**src/design/suis_pkg.sv**
```systemverilog
// ----------------------------------------------------------------------------
// suis_pkg
// Shared types and constants of the sorted unique integer set.
// ----------------------------------------------------------------------------
package suis_pkg;

  // Store geometry
  localparam int unsigned CAPACITY = 64;
  localparam int unsigned IDX_W    = $clog2(CAPACITY);
  localparam int unsigned CNT_W    = $clog2(CAPACITY + 1);

  // Fixed field widths of the item channels
  localparam int unsigned VAL_W     = 31;
  localparam int unsigned INDEX_W   = 6;
  localparam int unsigned COUNT_W   = 7;
  localparam int unsigned MODE_W    = 2;
  localparam int unsigned STATUS_W  = 3;

  typedef enum logic [MODE_W-1:0] {
    MODE_ADD    = 2'd0,
    MODE_REMOVE = 2'd1,
    MODE_FIND   = 2'd2,
    MODE_READ   = 2'd3
  } mode_e;

  typedef enum logic [STATUS_W-1:0] {
    ST_OK     = 3'd0,
    ST_NEG    = 3'd1,
    ST_DUP    = 3'd2,
    ST_ABSENT = 3'd3,
    ST_FULL   = 3'd4,
    ST_RANGE  = 3'd5
  } status_e;

  // Access request to the element store
  typedef struct packed {
    logic             we;
    logic [IDX_W-1:0] waddr;
    logic [VAL_W-1:0] wdata;
    logic             re;
    logic [IDX_W-1:0] raddr;
  } mem_req_t;

endpackage

```
**src/design/suis_req_if.sv**
```systemverilog
// ----------------------------------------------------------------------------
// suis_req_if
// Request channel: mode, value and index with a valid/ready handshake.
// ----------------------------------------------------------------------------
interface suis_req_if;
  import suis_pkg::*;

  logic                valid;
  logic                ready;
  logic [MODE_W-1:0]   mode;
  logic signed [31:0]  value;
  logic [INDEX_W-1:0]  index;

  modport source (output valid, output mode, output value, output index, input ready);
  modport sink   (input valid, input mode, input value, input index, output ready);
endinterface

```
**src/design/suis_rsp_if.sv**
```systemverilog
// ----------------------------------------------------------------------------
// suis_rsp_if
// Response channel: status, found flag, entry and count with valid/ready.
// ----------------------------------------------------------------------------
interface suis_rsp_if;
  import suis_pkg::*;

  logic                valid;
  logic                ready;
  logic [STATUS_W-1:0] status;
  logic                found;
  logic [VAL_W-1:0]    entry;
  logic [COUNT_W-1:0]  count;

  modport source (output valid, output status, output found, output entry, output count,
                  input ready);
  modport sink   (input valid, input status, input found, input entry, input count,
                  output ready);
endinterface

```
**src/design/suis_store.sv**
```systemverilog
// ----------------------------------------------------------------------------
// suis_store
// Element store: one write port and one read port with registered read data.
// ----------------------------------------------------------------------------
module suis_store (
  input  logic                       clk_i,
  input  suis_pkg::mem_req_t         req_i,
  output logic [suis_pkg::VAL_W-1:0] rdata_o
);
  import suis_pkg::*;

  logic [VAL_W-1:0] mem_q [CAPACITY];
  logic [VAL_W-1:0] rdata_q;

  // Write port
  always_ff @(posedge clk_i) begin
    if (req_i.we) begin
      mem_q[req_i.waddr] <= req_i.wdata;
    end
  end

  // Read port, data valid the cycle after the request
  always_ff @(posedge clk_i) begin
    if (req_i.re) begin
      rdata_q <= mem_q[req_i.raddr];
    end
  end

  assign rdata_o = rdata_q;

endmodule

```
**src/design/sorted_unique_integer_set.sv**
```systemverilog
// ----------------------------------------------------------------------------
// sorted_unique_integer_set
// Ascending set of distinct non-negative integers in a store with one read and one write port.
// ----------------------------------------------------------------------------
// Usage:
//   req_i carries one item per request: mode (add, remove, find, read),
//   value and index. rsp_o returns one item per request: status, found,
//   entry and the element count after the request.
//   The block takes one request at a time; req_i.ready is high only while
//   the sequencer is idle. A scan walks the store one entry per cycle from
//   the bottom until it meets the first entry not below the value; add and
//   remove then move the entries above that place one per cycle through the
//   single read and single write port of the store.
//   Path from accept to the response item: a negative value or a read index
//   out of range goes straight to the output stage, a read waits for the
//   store read data; find, duplicate, full or absent go through the scan
//   and the decision; add and remove then shift the entries. The next
//   request can be taken in the cycle after the response item is loaded.
//   The response sits in an output register; a new request is accepted as
//   soon as the sequencer is idle, even while that response waits. If the
//   receiver stalls, a finished request holds in its last state until the
//   output register frees up.
//   Reset empties the set at once (count zero); store contents are left as
//   they are and are only read below the count.
// ----------------------------------------------------------------------------
module sorted_unique_integer_set (
  input  logic        clk_i,
  input  logic        rst_ni,
  suis_req_if.sink    req_i,
  suis_rsp_if.source  rsp_o
);
  import suis_pkg::*;

  typedef enum logic [2:0] {
    S_IDLE,
    S_SEARCH,
    S_DECIDE,
    S_SHIFT_UP,
    S_SHIFT_DN,
    S_RD_WAIT,
    S_DONE
  } state_e;

  state_e            state_q;
  mode_e             mode_q;
  logic [VAL_W-1:0]  val_q;
  logic [CNT_W-1:0]  cnt_q;
  logic [CNT_W-1:0]  ptr_q;
  logic              rvalid_q;
  logic [CNT_W-1:0]  raddr_q;
  logic [CNT_W-1:0]  pos_q;
  logic              present_q;
  logic [CNT_W-1:0]  sh_k_q;
  logic              wpend_q;
  logic [CNT_W-1:0]  waddr_q;
  status_e           stat_q;
  logic              found_q;
  logic [VAL_W-1:0]  entry_q;

  logic                ov_q;
  logic [STATUS_W-1:0] ost_q;
  logic                ofound_q;
  logic [VAL_W-1:0]    oentry_q;
  logic [COUNT_W-1:0]  ocnt_q;

  mem_req_t          mreq;
  logic [VAL_W-1:0]  rdata;
  logic              accept;
  logic              idx_ok;
  logic              s_hit;
  logic              s_end;
  logic              out_free;
  logic              up_more;
  logic              dn_more;

  assign accept   = req_i.valid && req_i.ready;
  assign idx_ok   = CNT_W'(req_i.index) < cnt_q;
  assign out_free = !ov_q || rsp_o.ready;

  // Scan stops at the first entry not below the value, or past the count
  assign s_hit   = rvalid_q && !(rdata < val_q);
  assign s_end   = !rvalid_q && (ptr_q >= cnt_q);
  assign up_more = sh_k_q > pos_q;
  assign dn_more = CNT_W'(sh_k_q + 1'b1) < cnt_q;

  // Store access per state
  always_comb begin
    mreq = '0;
    unique case (state_q)
      S_IDLE: begin
        if (accept && mode_e'(req_i.mode) == MODE_READ && idx_ok) begin
          mreq.re    = 1'b1;
          mreq.raddr = IDX_W'(req_i.index);
        end
      end
      S_SEARCH: begin
        if (ptr_q < cnt_q) begin
          mreq.re    = 1'b1;
          mreq.raddr = IDX_W'(ptr_q);
        end
      end
      S_SHIFT_UP: begin
        if (wpend_q) begin
          mreq.we    = 1'b1;
          mreq.waddr = IDX_W'(waddr_q);
          mreq.wdata = rdata;
        end else if (!up_more) begin
          mreq.we    = 1'b1;
          mreq.waddr = IDX_W'(pos_q);
          mreq.wdata = val_q;
        end
        if (up_more) begin
          mreq.re    = 1'b1;
          mreq.raddr = IDX_W'(CNT_W'(sh_k_q - 1'b1));
        end
      end
      S_SHIFT_DN: begin
        if (wpend_q) begin
          mreq.we    = 1'b1;
          mreq.waddr = IDX_W'(waddr_q);
          mreq.wdata = rdata;
        end
        if (dn_more) begin
          mreq.re    = 1'b1;
          mreq.raddr = IDX_W'(CNT_W'(sh_k_q + 1'b1));
        end
      end
      S_DECIDE, S_RD_WAIT, S_DONE: begin
        mreq = '0;
      end
      default: begin
        mreq = '0;
      end
    endcase
  end

  suis_store u_store (
    .clk_i   (clk_i),
    .req_i   (mreq),
    .rdata_o (rdata)
  );

  // Sequencer and output register
  always_ff @(posedge clk_i or negedge rst_ni) begin
    if (!rst_ni) begin
      state_q   <= S_IDLE;
      cnt_q     <= '0;
      ptr_q     <= '0;
      rvalid_q  <= 1'b0;
      wpend_q   <= 1'b0;
      ov_q      <= 1'b0;
      mode_q    <= MODE_ADD;
      stat_q    <= ST_OK;
      found_q   <= 1'b0;
      present_q <= 1'b0;
    end else begin
      // output register empties when taken, unless reloaded below
      if (rsp_o.ready && state_q != S_DONE) begin
        ov_q <= 1'b0;
      end
      unique case (state_q)
        S_IDLE: begin
          if (accept) begin
            mode_q   <= mode_e'(req_i.mode);
            val_q    <= req_i.value[VAL_W-1:0];
            found_q  <= 1'b0;
            entry_q  <= '0;
            stat_q   <= ST_OK;
            ptr_q    <= '0;
            rvalid_q <= 1'b0;
            if (mode_e'(req_i.mode) == MODE_READ) begin
              if (idx_ok) begin
                state_q <= S_RD_WAIT;
              end else begin
                stat_q  <= ST_RANGE;
                state_q <= S_DONE;
              end
            end else if (req_i.value[31]) begin
              stat_q  <= ST_NEG;
              state_q <= S_DONE;
            end else begin
              state_q <= S_SEARCH;
            end
          end
        end
        S_SEARCH: begin
          rvalid_q <= mreq.re;
          raddr_q  <= ptr_q;
          if (mreq.re) begin
            ptr_q <= CNT_W'(ptr_q + 1'b1);
          end
          if (s_hit) begin
            pos_q     <= raddr_q;
            present_q <= (rdata == val_q);
            state_q   <= S_DECIDE;
          end else if (s_end) begin
            pos_q     <= cnt_q;
            present_q <= 1'b0;
            state_q   <= S_DECIDE;
          end
        end
        S_DECIDE: begin
          wpend_q <= 1'b0;
          unique case (mode_q)
            MODE_FIND: begin
              found_q <= present_q;
              state_q <= S_DONE;
            end
            MODE_ADD: begin
              if (present_q) begin
                stat_q  <= ST_DUP;
                state_q <= S_DONE;
              end else if (cnt_q >= CNT_W'(CAPACITY)) begin
                stat_q  <= ST_FULL;
                state_q <= S_DONE;
              end else begin
                sh_k_q  <= cnt_q;
                state_q <= S_SHIFT_UP;
              end
            end
            MODE_REMOVE: begin
              if (!present_q) begin
                stat_q  <= ST_ABSENT;
                state_q <= S_DONE;
              end else begin
                sh_k_q  <= pos_q;
                state_q <= S_SHIFT_DN;
              end
            end
            MODE_READ: begin
              state_q <= S_DONE;
            end
          endcase
        end
        S_SHIFT_UP: begin
          wpend_q <= mreq.re;
          waddr_q <= sh_k_q;
          if (mreq.re) begin
            sh_k_q <= CNT_W'(sh_k_q - 1'b1);
          end
          if (!wpend_q && !up_more) begin
            cnt_q   <= CNT_W'(cnt_q + 1'b1);
            state_q <= S_DONE;
          end
        end
        S_SHIFT_DN: begin
          wpend_q <= mreq.re;
          waddr_q <= sh_k_q;
          if (mreq.re) begin
            sh_k_q <= CNT_W'(sh_k_q + 1'b1);
          end
          if (!wpend_q && !dn_more) begin
            cnt_q   <= CNT_W'(cnt_q - 1'b1);
            state_q <= S_DONE;
          end
        end
        S_RD_WAIT: begin
          entry_q <= rdata;
          state_q <= S_DONE;
        end
        S_DONE: begin
          if (out_free) begin
            ov_q     <= 1'b1;
            ost_q    <= stat_q;
            ofound_q <= found_q;
            oentry_q <= entry_q;
            ocnt_q   <= COUNT_W'(cnt_q);
            state_q  <= S_IDLE;
          end
        end
        default: begin
          state_q <= S_IDLE;
        end
      endcase
    end
  end

  assign req_i.ready  = (state_q == S_IDLE);
  assign rsp_o.valid  = ov_q;
  assign rsp_o.status = ost_q;
  assign rsp_o.found  = ofound_q;
  assign rsp_o.entry  = oentry_q;
  assign rsp_o.count  = ocnt_q;

  // Checks
  a_cnt_bound: assert property (@(posedge clk_i) disable iff (!rst_ni)
    cnt_q <= CNT_W'(CAPACITY))
    else $error("element count beyond capacity");

  a_port_clash: assert property (@(posedge clk_i) disable iff (!rst_ni)
    (mreq.we && mreq.re) |-> (mreq.waddr != mreq.raddr))
    else $error("store read and write hit the same entry");

  a_full_count: assert property (@(posedge clk_i) disable iff (!rst_ni)
    (ov_q && ost_q == ST_FULL) |-> (ocnt_q == COUNT_W'(CAPACITY)))
    else $error("full status with store not full");

  a_found_ok: assert property (@(posedge clk_i) disable iff (!rst_ni)
    (ov_q && ofound_q) |-> (ost_q == ST_OK))
    else $error("found flag with error status");

  a_range_entry: assert property (@(posedge clk_i) disable iff (!rst_ni)
    (ov_q && ost_q != ST_OK) |-> (oentry_q == '0))
    else $error("entry nonzero on error");

endmodule

```
**src/flat_wrapper.sv**
```systemverilog
// flat-port wrapper written by rule: the top's interface ports become plain ports
module sorted_unique_integer_set_flat import suis_pkg::*;
  (clk_i, rst_ni, req_i_valid, req_i_mode, req_i_value, req_i_index, req_i_ready, rsp_o_valid, rsp_o_status, rsp_o_found, rsp_o_entry, rsp_o_count, rsp_o_ready);
  suis_req_if req_i_i ();
  suis_rsp_if rsp_o_i ();
  input  logic clk_i;
  input  logic rst_ni;
  input wire logic [$bits(req_i_i.valid)-1:0] req_i_valid;
  input wire logic [$bits(req_i_i.mode)-1:0] req_i_mode;
  input wire logic [$bits(req_i_i.value)-1:0] req_i_value;
  input wire logic [$bits(req_i_i.index)-1:0] req_i_index;
  output wire logic [$bits(req_i_i.ready)-1:0] req_i_ready;
  output wire logic [$bits(rsp_o_i.valid)-1:0] rsp_o_valid;
  output wire logic [$bits(rsp_o_i.status)-1:0] rsp_o_status;
  output wire logic [$bits(rsp_o_i.found)-1:0] rsp_o_found;
  output wire logic [$bits(rsp_o_i.entry)-1:0] rsp_o_entry;
  output wire logic [$bits(rsp_o_i.count)-1:0] rsp_o_count;
  input wire logic [$bits(rsp_o_i.ready)-1:0] rsp_o_ready;
  assign req_i_i.valid = req_i_valid;
  assign req_i_i.mode = req_i_mode;
  assign req_i_i.value = req_i_value;
  assign req_i_i.index = req_i_index;
  assign req_i_ready = req_i_i.ready;
  assign rsp_o_valid = rsp_o_i.valid;
  assign rsp_o_status = rsp_o_i.status;
  assign rsp_o_found = rsp_o_i.found;
  assign rsp_o_entry = rsp_o_i.entry;
  assign rsp_o_count = rsp_o_i.count;
  assign rsp_o_i.ready = rsp_o_ready;
  sorted_unique_integer_set u_core (.clk_i(clk_i), .rst_ni(rst_ni), .req_i(req_i_i), .rsp_o(rsp_o_i));
endmodule
```
**config.mk**
```make
export PLATFORM = sky130hd
export DESIGN_NAME = sorted_unique_integer_set_flat
export DESIGN_NICKNAME = d
export VERILOG_FILES = /design/src/design/suis_pkg.sv /design/src/design/suis_req_if.sv /design/src/design/suis_rsp_if.sv /design/src/design/suis_store.sv /design/src/design/sorted_unique_integer_set.sv /design/src/flat_wrapper.sv
export SDC_FILE = /design/constraint.sdc
export NUM_CORES = 2
export LEC_CHECK = 0
export ABC_AREA = 1
export BUFFER_PORTS_ARGS = -buffer_cell sky130_fd_sc_hd__buf_2
export CAP_MARGIN = 40
export CORE_UTILIZATION = 60
export DETAILED_ROUTE_END_ITERATION = 6
export PLACE_DENSITY = 0.75
export SYNTH_ARGS = -nofsm -noshare
export SYNTH_HDL_FRONTEND = slang
export SYNTH_SLANG_ARGS = --single-unit
```
**constraint.sdc**
```tcl
create_clock -name clk_i -period 12.5 [get_ports clk_i]
set_input_delay 1.875 -clock clk_i [delete_from_list [all_inputs] [get_ports clk_i]]
set_output_delay 1.875 -clock clk_i [all_outputs]
set_load 0.005 [all_outputs]
```
# Yosys cells after proc, flatten, opt, wreduce, memory -nomap -nowiden

Memory sizes are Yosys's and may differ from the RTL's. A register that Yosys moved wholly into a read port is not among the register bits.
Cells that the tools add are included.
W data, S select, Z words.

Bitwise operators: 0
Reductions and logical operators: 41
$mul: 0
Equal/unequal tests: 27
Div/mod/pow operators: 0
Add/subtract/negate cells: 5
Shift-type cells: 0
$lt $le $gt $ge: 7
Muxes and demuxes: 61

Operators by type and width:

| cell                  | number |
|---|---|
| $mux W38              | 3 |
| $mux W7               | 15 |
| $pmux W38 S2          | 1 |
| $pmux W31 S2          | 1 |
| $mux W3               | 16 |
| $pmux W7 S2           | 3 |
| $eq A31 B31 Y1        | 1 |
| $lt A31 B31 Y1        | 1 |
| $mux W31              | 1 |
| $pmux W7 S4           | 1 |
| $add A7 B1 Y7 const B | 3 |
| $pmux W3 S7           | 1 |
| $pmux W7 S3           | 1 |
| $reduce_and A3 Y1     | 7 |
| $lt A7 B7 Y1          | 2 |
| $sub A7 B1 Y7 const B | 2 |
| $ne A2 B1 Y1 const B  | 6 |
| $ne A3 B3 Y1 const B  | 4 |
| $pmux W3 S2           | 2 |
| $reduce_bool A2 Y1    | 6 |
| $mux W1               | 10 |
| $reduce_and A2 Y1     | 5 |
| $reduce_and A5 Y1     | 2 |
| $eq A3 B3 Y1 const B  | 3 |
| other kinds (23)      | 44 |

Memories kept: 1
Bits in read-only memories: 0
Latch bits: 0
Output and inout port bits: 44
Register bits: 158
Bits in writable memories: 1984
Word-level logic and storage cells: 162
Input bits: 44

Memory list:

| memory               | words | bits a word | rd ports | clocked after Yosys merged registers in | write ports | RTL line         | RTL |
|---|---|---|---|---|---|---|---|
| u_core.u_store.mem_q | 64    | 31          | 1        | 1                                       | 1           | suis_store.sv:12 | `logic [VAL_W-1:0] mem_q [CAPACITY];` |

# Logic depth before layout (Yosys ltp)

Depth after elaboration: 8
Gate-level depth with buffers: 23
Depth with buffers taken out: 21

# By module

Synthesis repeated with hierarchy kept, for this count alone.

Cells, all modules: 7539
Area total of the unflattened synthesis: 89042.9 um^2

Modules (own cells, without submodules):

| module                    | area an instance (um^2) | instances | sequential area each (um^2) | cells each |
|---|---|---|---|---|
| suis_store                | 80772.5                 | 1         | 60508.0                     | 6726 |
| sorted_unique_integer_set | 8270.4                  | 1         | 4609.4                      | 813 |

# Worst setup path before layout

OpenSTA, ideal clock, no wires.

Path type: input port to flip-flop
Start: in rst_ni
End: reg u_core.ocnt_q[0], in the netlist u_core.rsp_o.count[0] (enable)
Arrival time: 4882 ps
Setup time: 493 ps
Cell stages on the path: 2
Path buffers: 0
Setup slack: 7125 ps
Data required time: 12007 ps
Cell sequence: inv_1 nor3_1

Word-level cells in the longest chain between the ends: 1

Ends and longest elaborated chain:

| item                               | RTL line                         | RTL |
|---|---|---|
| from (decl)                        | flat_wrapper.sv:7                | `input logic rst_ni;` |
| $reduce_and A3 Y1 (no source line) | n/a                              |  |
| to (signal assigned)               | sorted_unique_integer_set.sv:267 | `ocnt_q <= COUNT_W'(cnt_q);` |
| to (decl)                          | sorted_unique_integer_set.sv:64  | `logic [COUNT_W-1:0] ocnt_q;` |

No other way between the ends.
A chain may end at the register's enable or synchronous reset.

# Final worst setup path

Start: reg u_core.sh_k_q[0]
End: reg u_core.u_store.rdata_q[17], in the netlist u_core.u_store.rdata_o[17] (read register of u_core.u_store.mem_q) (data pin)

Word-level cells in the longest chain between the ends: 4
Elaborated cells on any way between the ends: 7
Classes of those cells: 2 x add/sub; 2 x order compare; 3 x mux

Ends and longest elaborated chain:

| item                   | RTL line                         | RTL |
|---|---|---|
| from (decl)            | sorted_unique_integer_set.sv:53  | `logic [CNT_W-1:0] sh_k_q;` |
| from (signal assigned) | sorted_unique_integer_set.sv:217 | `sh_k_q <= cnt_q;` |
| from (signal assigned) | sorted_unique_integer_set.sv:226 | `sh_k_q <= pos_q;` |
| from (signal assigned) | sorted_unique_integer_set.sv:239 | `sh_k_q <= CNT_W'(sh_k_q - 1'b1);` |
| $add A7 B1 Y7          | sorted_unique_integer_set.sv:84  | `assign dn_more = CNT_W'(sh_k_q + 1'b1) < cnt_q;` |
| $lt A7 B7 Y1           | sorted_unique_integer_set.sv:84  |  |
| $mux W7                | sorted_unique_integer_set.sv:123 | `if (dn_more) begin` |
| $pmux W7 S4 *          | sorted_unique_integer_set.sv:89  | `unique case (state_q)` |
| to (decl)              | suis_store.sv:13                 | `logic [VAL_W-1:0] rdata_q;` |

Mark *: on every way between the ends. The rest lies on a longest branch, timed or not.

==> out/qor.yml <==
worst_setup_path:
  crit_family: "simple AND/OR/NAND/NOR gates"
  arrival_ns: 7.07
  crit_buf_inv: 4
  critPathSlowestCell: "nand2_8"
  r2r_setup_slack_ns: 6.05
  cp.depth: 21
  cp-start-kind: "register"
  path_cells: "ha_1 > nand4_1 > nor2_1 > xor2_1 > ha_1 > a21o_1 > nor2_1 > nand3_1 > nand2_1 > buf_4 > inv_2 > nand2_8 > buf_12 > buf_4 > nand2_1 > nand3_1 > nand3_1 > nand3_1 > nand3_1 > nand3_1 > nand2_1"
  worstReg2RegStart: "u_core.sh_k_q[0]"
  path_common_cell: "nand3_1"
  end_kind: "register"
  worstPathRequired_ns: 13.11
  setup.worst_path.start: "u_core.sh_k_q[0]"
  path_class: "reg -> reg"
  ff2ff_path_depth: 21
  reg2reg_to: "u_core.u_store.rdata_o[17]"
  max_stage_delay_ns: 0.68
  critPathMaxFanout: 163
  endpoint: "u_core.u_store.rdata_o[17]"
flow_run:
  maxCapViolations: 0
yosys:
  synthCells: 8897
  syn_nets: 9006
  syn_area_um2: 94400
  avgSynthCellArea_um2: 10.6
  async_reset_ff_share_pct: 1.24
  yosys_warnings: 0
  yosysSeqAreaShare_pct: 69.0
  ys_seq_elements: 2173
  synth_edf_count: 2146
  synth.distinct_cells: 45
  synth_ff_type: "edfxtp_1"
timing:
  period_needed_ns: 6.45
  setup_viol: 0
  fin_worst_skew_ns: 0.0677
  rsz0062_at_grt: "no"
  fmax_mhz: 155
  tightest_slew_ns: 1.13
  slew_headroom_pct: 24.5
  tns_ns: 0
  drv_slew: 0
  fin_ws_ns: 6.05
  finalCritPeriodShare_pct: 51.6
  finalHoldViolCount: 0
  hold_slack_ns: 0.413
finish:
  syn_to_final_growth_pct: 11.3
  n_fill_cell: 10900
  drive_above_1_share_pct: 7.53
  multiInputGateArea_um2: 22400
  layout_commonest_cell: "nand2_1"
  fin_util_pct: 67.3
  most-common-layout-cells: "nand2_1, edfxtp_1, nand3_1"
  regArea_um2: 65100
  final_nets: 9035
clock_network:
  insertion_delay_ns: 0.88
  cts_tree: "built"
  cts_setup_buffers: 0
  ctsHoldBuffers: 0
  cts.repair.resized: 0
  ctsRootBufferMaster: "clkbuf_16"
  clock_sinks: 2173
  clkSlewWorstSetupHoldPaths_ns: 0.07
  h-tree-depth: 4
  ctsLongestPathBuffers: 3
  cts-buffers-inserted: 208
die:
  die_area_um2: 159000
  die_width_um: 399
  core-area_um2: 156000
  fp.dieH_um: 399
  io_pins: 88
  num_rows: 145
  start_util_pct: 60.4
route:
  drt_iter0_drc: 9943
  dr.pass1.iters: 6
  ant_nets: 0
  vias: 65800
  vias_per_cell: 5.89
  routed_wl_um: 268000
  wl_per_cell_um: 24.0
  drc: 0
placement:
  dp_slack_ns: 5.56
  portBuffers: 87
  dp_hpwl_um: 148000
  gp_congestion: 0.906
power_and_ir_drop:
  ir_worst_vdd_uv: 171
  p_per_area_nw_per_um2: 214
  power_leakage_nw: 44.0
global_route:
  antenna_found_initial: 5
  overflow: 0
  grt_pass1_wl_um: 393000
  grt_pass1_vias: 63200
  grt_max_degree: 187
  track_usage_pct: 33.7
outcome:
  status: "finished clean"
min_path:
  hp-class: "reg -> reg"
  min_path_cells: 0
[cell families (layout without fill, tap and decap cells)]
family / count (synthesis) / count (layout) / synth area share [%]
xor gates and xnor gates: 9 / 9 / 0.0835
buffers and inverters: 2008 / 2217 / 8.53
adders and majority gates: 65 / 65 / 0.869
other: 0 / 2 / 0
DFF: 2173 / 2173 / 69.0
and+or+nand+nor: 4410 / 4410 / 19.9
AOI/OAI and AO/OA: 232 / 232 / 1.70
[worst min path at each step]
stage                       start                      to  slack (ns)
2_1_floorplan   u_core.entry_q[0]   u_core.rsp_o.entry[0]        0.40
3_3_place_gp   u_core.entry_q[28]  u_core.rsp_o.entry[28]        0.40
6_report       u_core.entry_q[14]  u_core.rsp_o.entry[14]        0.41
5_1_grt        u_core.entry_q[10]  u_core.rsp_o.entry[10]        0.41
3_5_place_dp   u_core.entry_q[18]  u_core.rsp_o.entry[18]        0.40
4_1_cts        u_core.entry_q[14]  u_core.rsp_o.entry[14]        0.40
[cell usage after synthesis, drive strengths merged, types with 2 or more instances]
cell | n | share of area [%]
o2111ai | 2 | 0.019
nor3 | 10 | 0.053
o21ai | 45 | 0.24
xor2 | 6 | 0.056
buf | 389 | 2.1
o21bai | 31 | 0.25
xnor2 | 3 | 0.028
a211oi | 4 | 0.032
nand2 | 2574 | 10
o31ai | 2 | 0.016
a31oi | 2 | 0.013
o32ai | 36 | 0.34
dfrtp | 27 | 0.72
edfxtp | 2146 | 68
nand4 | 14 | 0.093
nand3b | 2 | 0.016
o22ai | 4 | 0.026
o221ai | 3 | 0.028
and2 | 2 | 0.013
inv | 1561 | 6.2
ha | 64 | 0.85
o211ai | 66 | 0.52
nand3 | 1646 | 8.7
clkbuf | 56 | 0.22
clkinv | 2 | 0.0080
a21oi | 32 | 0.17
nor2 | 160 | 0.68
[cell type report]
class | instances | share of cell area, %
flip-flops and latches | 2173 | 61.9
multi-input cells | 4716 | 21.3
inverters | 1563 | 5.58
clock buffers | 257 | 5.15
well taps | 2058 | 2.45
repair buffers | 264 | 2.29
clock inverters | 133 | 1.25
diodes | 2 | 0.00476
[flip-flops by register name, summed over array words and instances (netlist names), 31 cells and up]
signal	cells
u_core.entry_q	31
u_core.val_q	31
u_core.rsp_o.entry	31
u_core.u_store.mem_q	1984
u_core.u_store.rdata_o	31
[worst reg2reg max path: stages (launching register included)]
cell and delay (ns):
edfxtp_1 0.58, ha_1 0.28, nand4_1 0.13, nor2_1 0.17
xor2_1 0.21, ha_1 0.28, a21o_1 0.18, nor2_1 0.13
nand3_1 0.11, nand2_1 0.13, buf_4 0.53, inv_2 0.18
nand2_8 0.68, buf_12 0.71, buf_4 0.76, nand2_1 0.14
nand3_1 0.12, nand3_1 0.12, nand3_1 0.24, nand3_1 0.27
nand3_1 0.17, nand2_1 0.07
[per-layer routing]
metal  GRT usage [%]  vias up  share of wire, %
met3            7.86      781                12
met1            44.2    31400                36
met5               0        -                 0
met4            19.7        0               6.2
li1                -    29400                 -
met2            51.7     4230                45
[metrics by stage]
step                      instances  area, µm²  total power, mW
final                         11200     105000             22.5
after global routing          11200     105000             23.2
after CTS                     11200     105000             22.3
after detailed placement      10800      98400             16.1
after global placement        10700      97700             15.9
after floorplan                8897      94400             13.3
[where the power goes]
part / switching [mW] / total (mW) / internal [mW]
registers: 0.202 / 8.90 / 8.70
clock network: 2.78 / 6.22 / 3.44
logic: 5.56 / 7.37 / 1.81
total: 8.54 / 22.5 / 13.9
(Power assumes the default switching activity.)
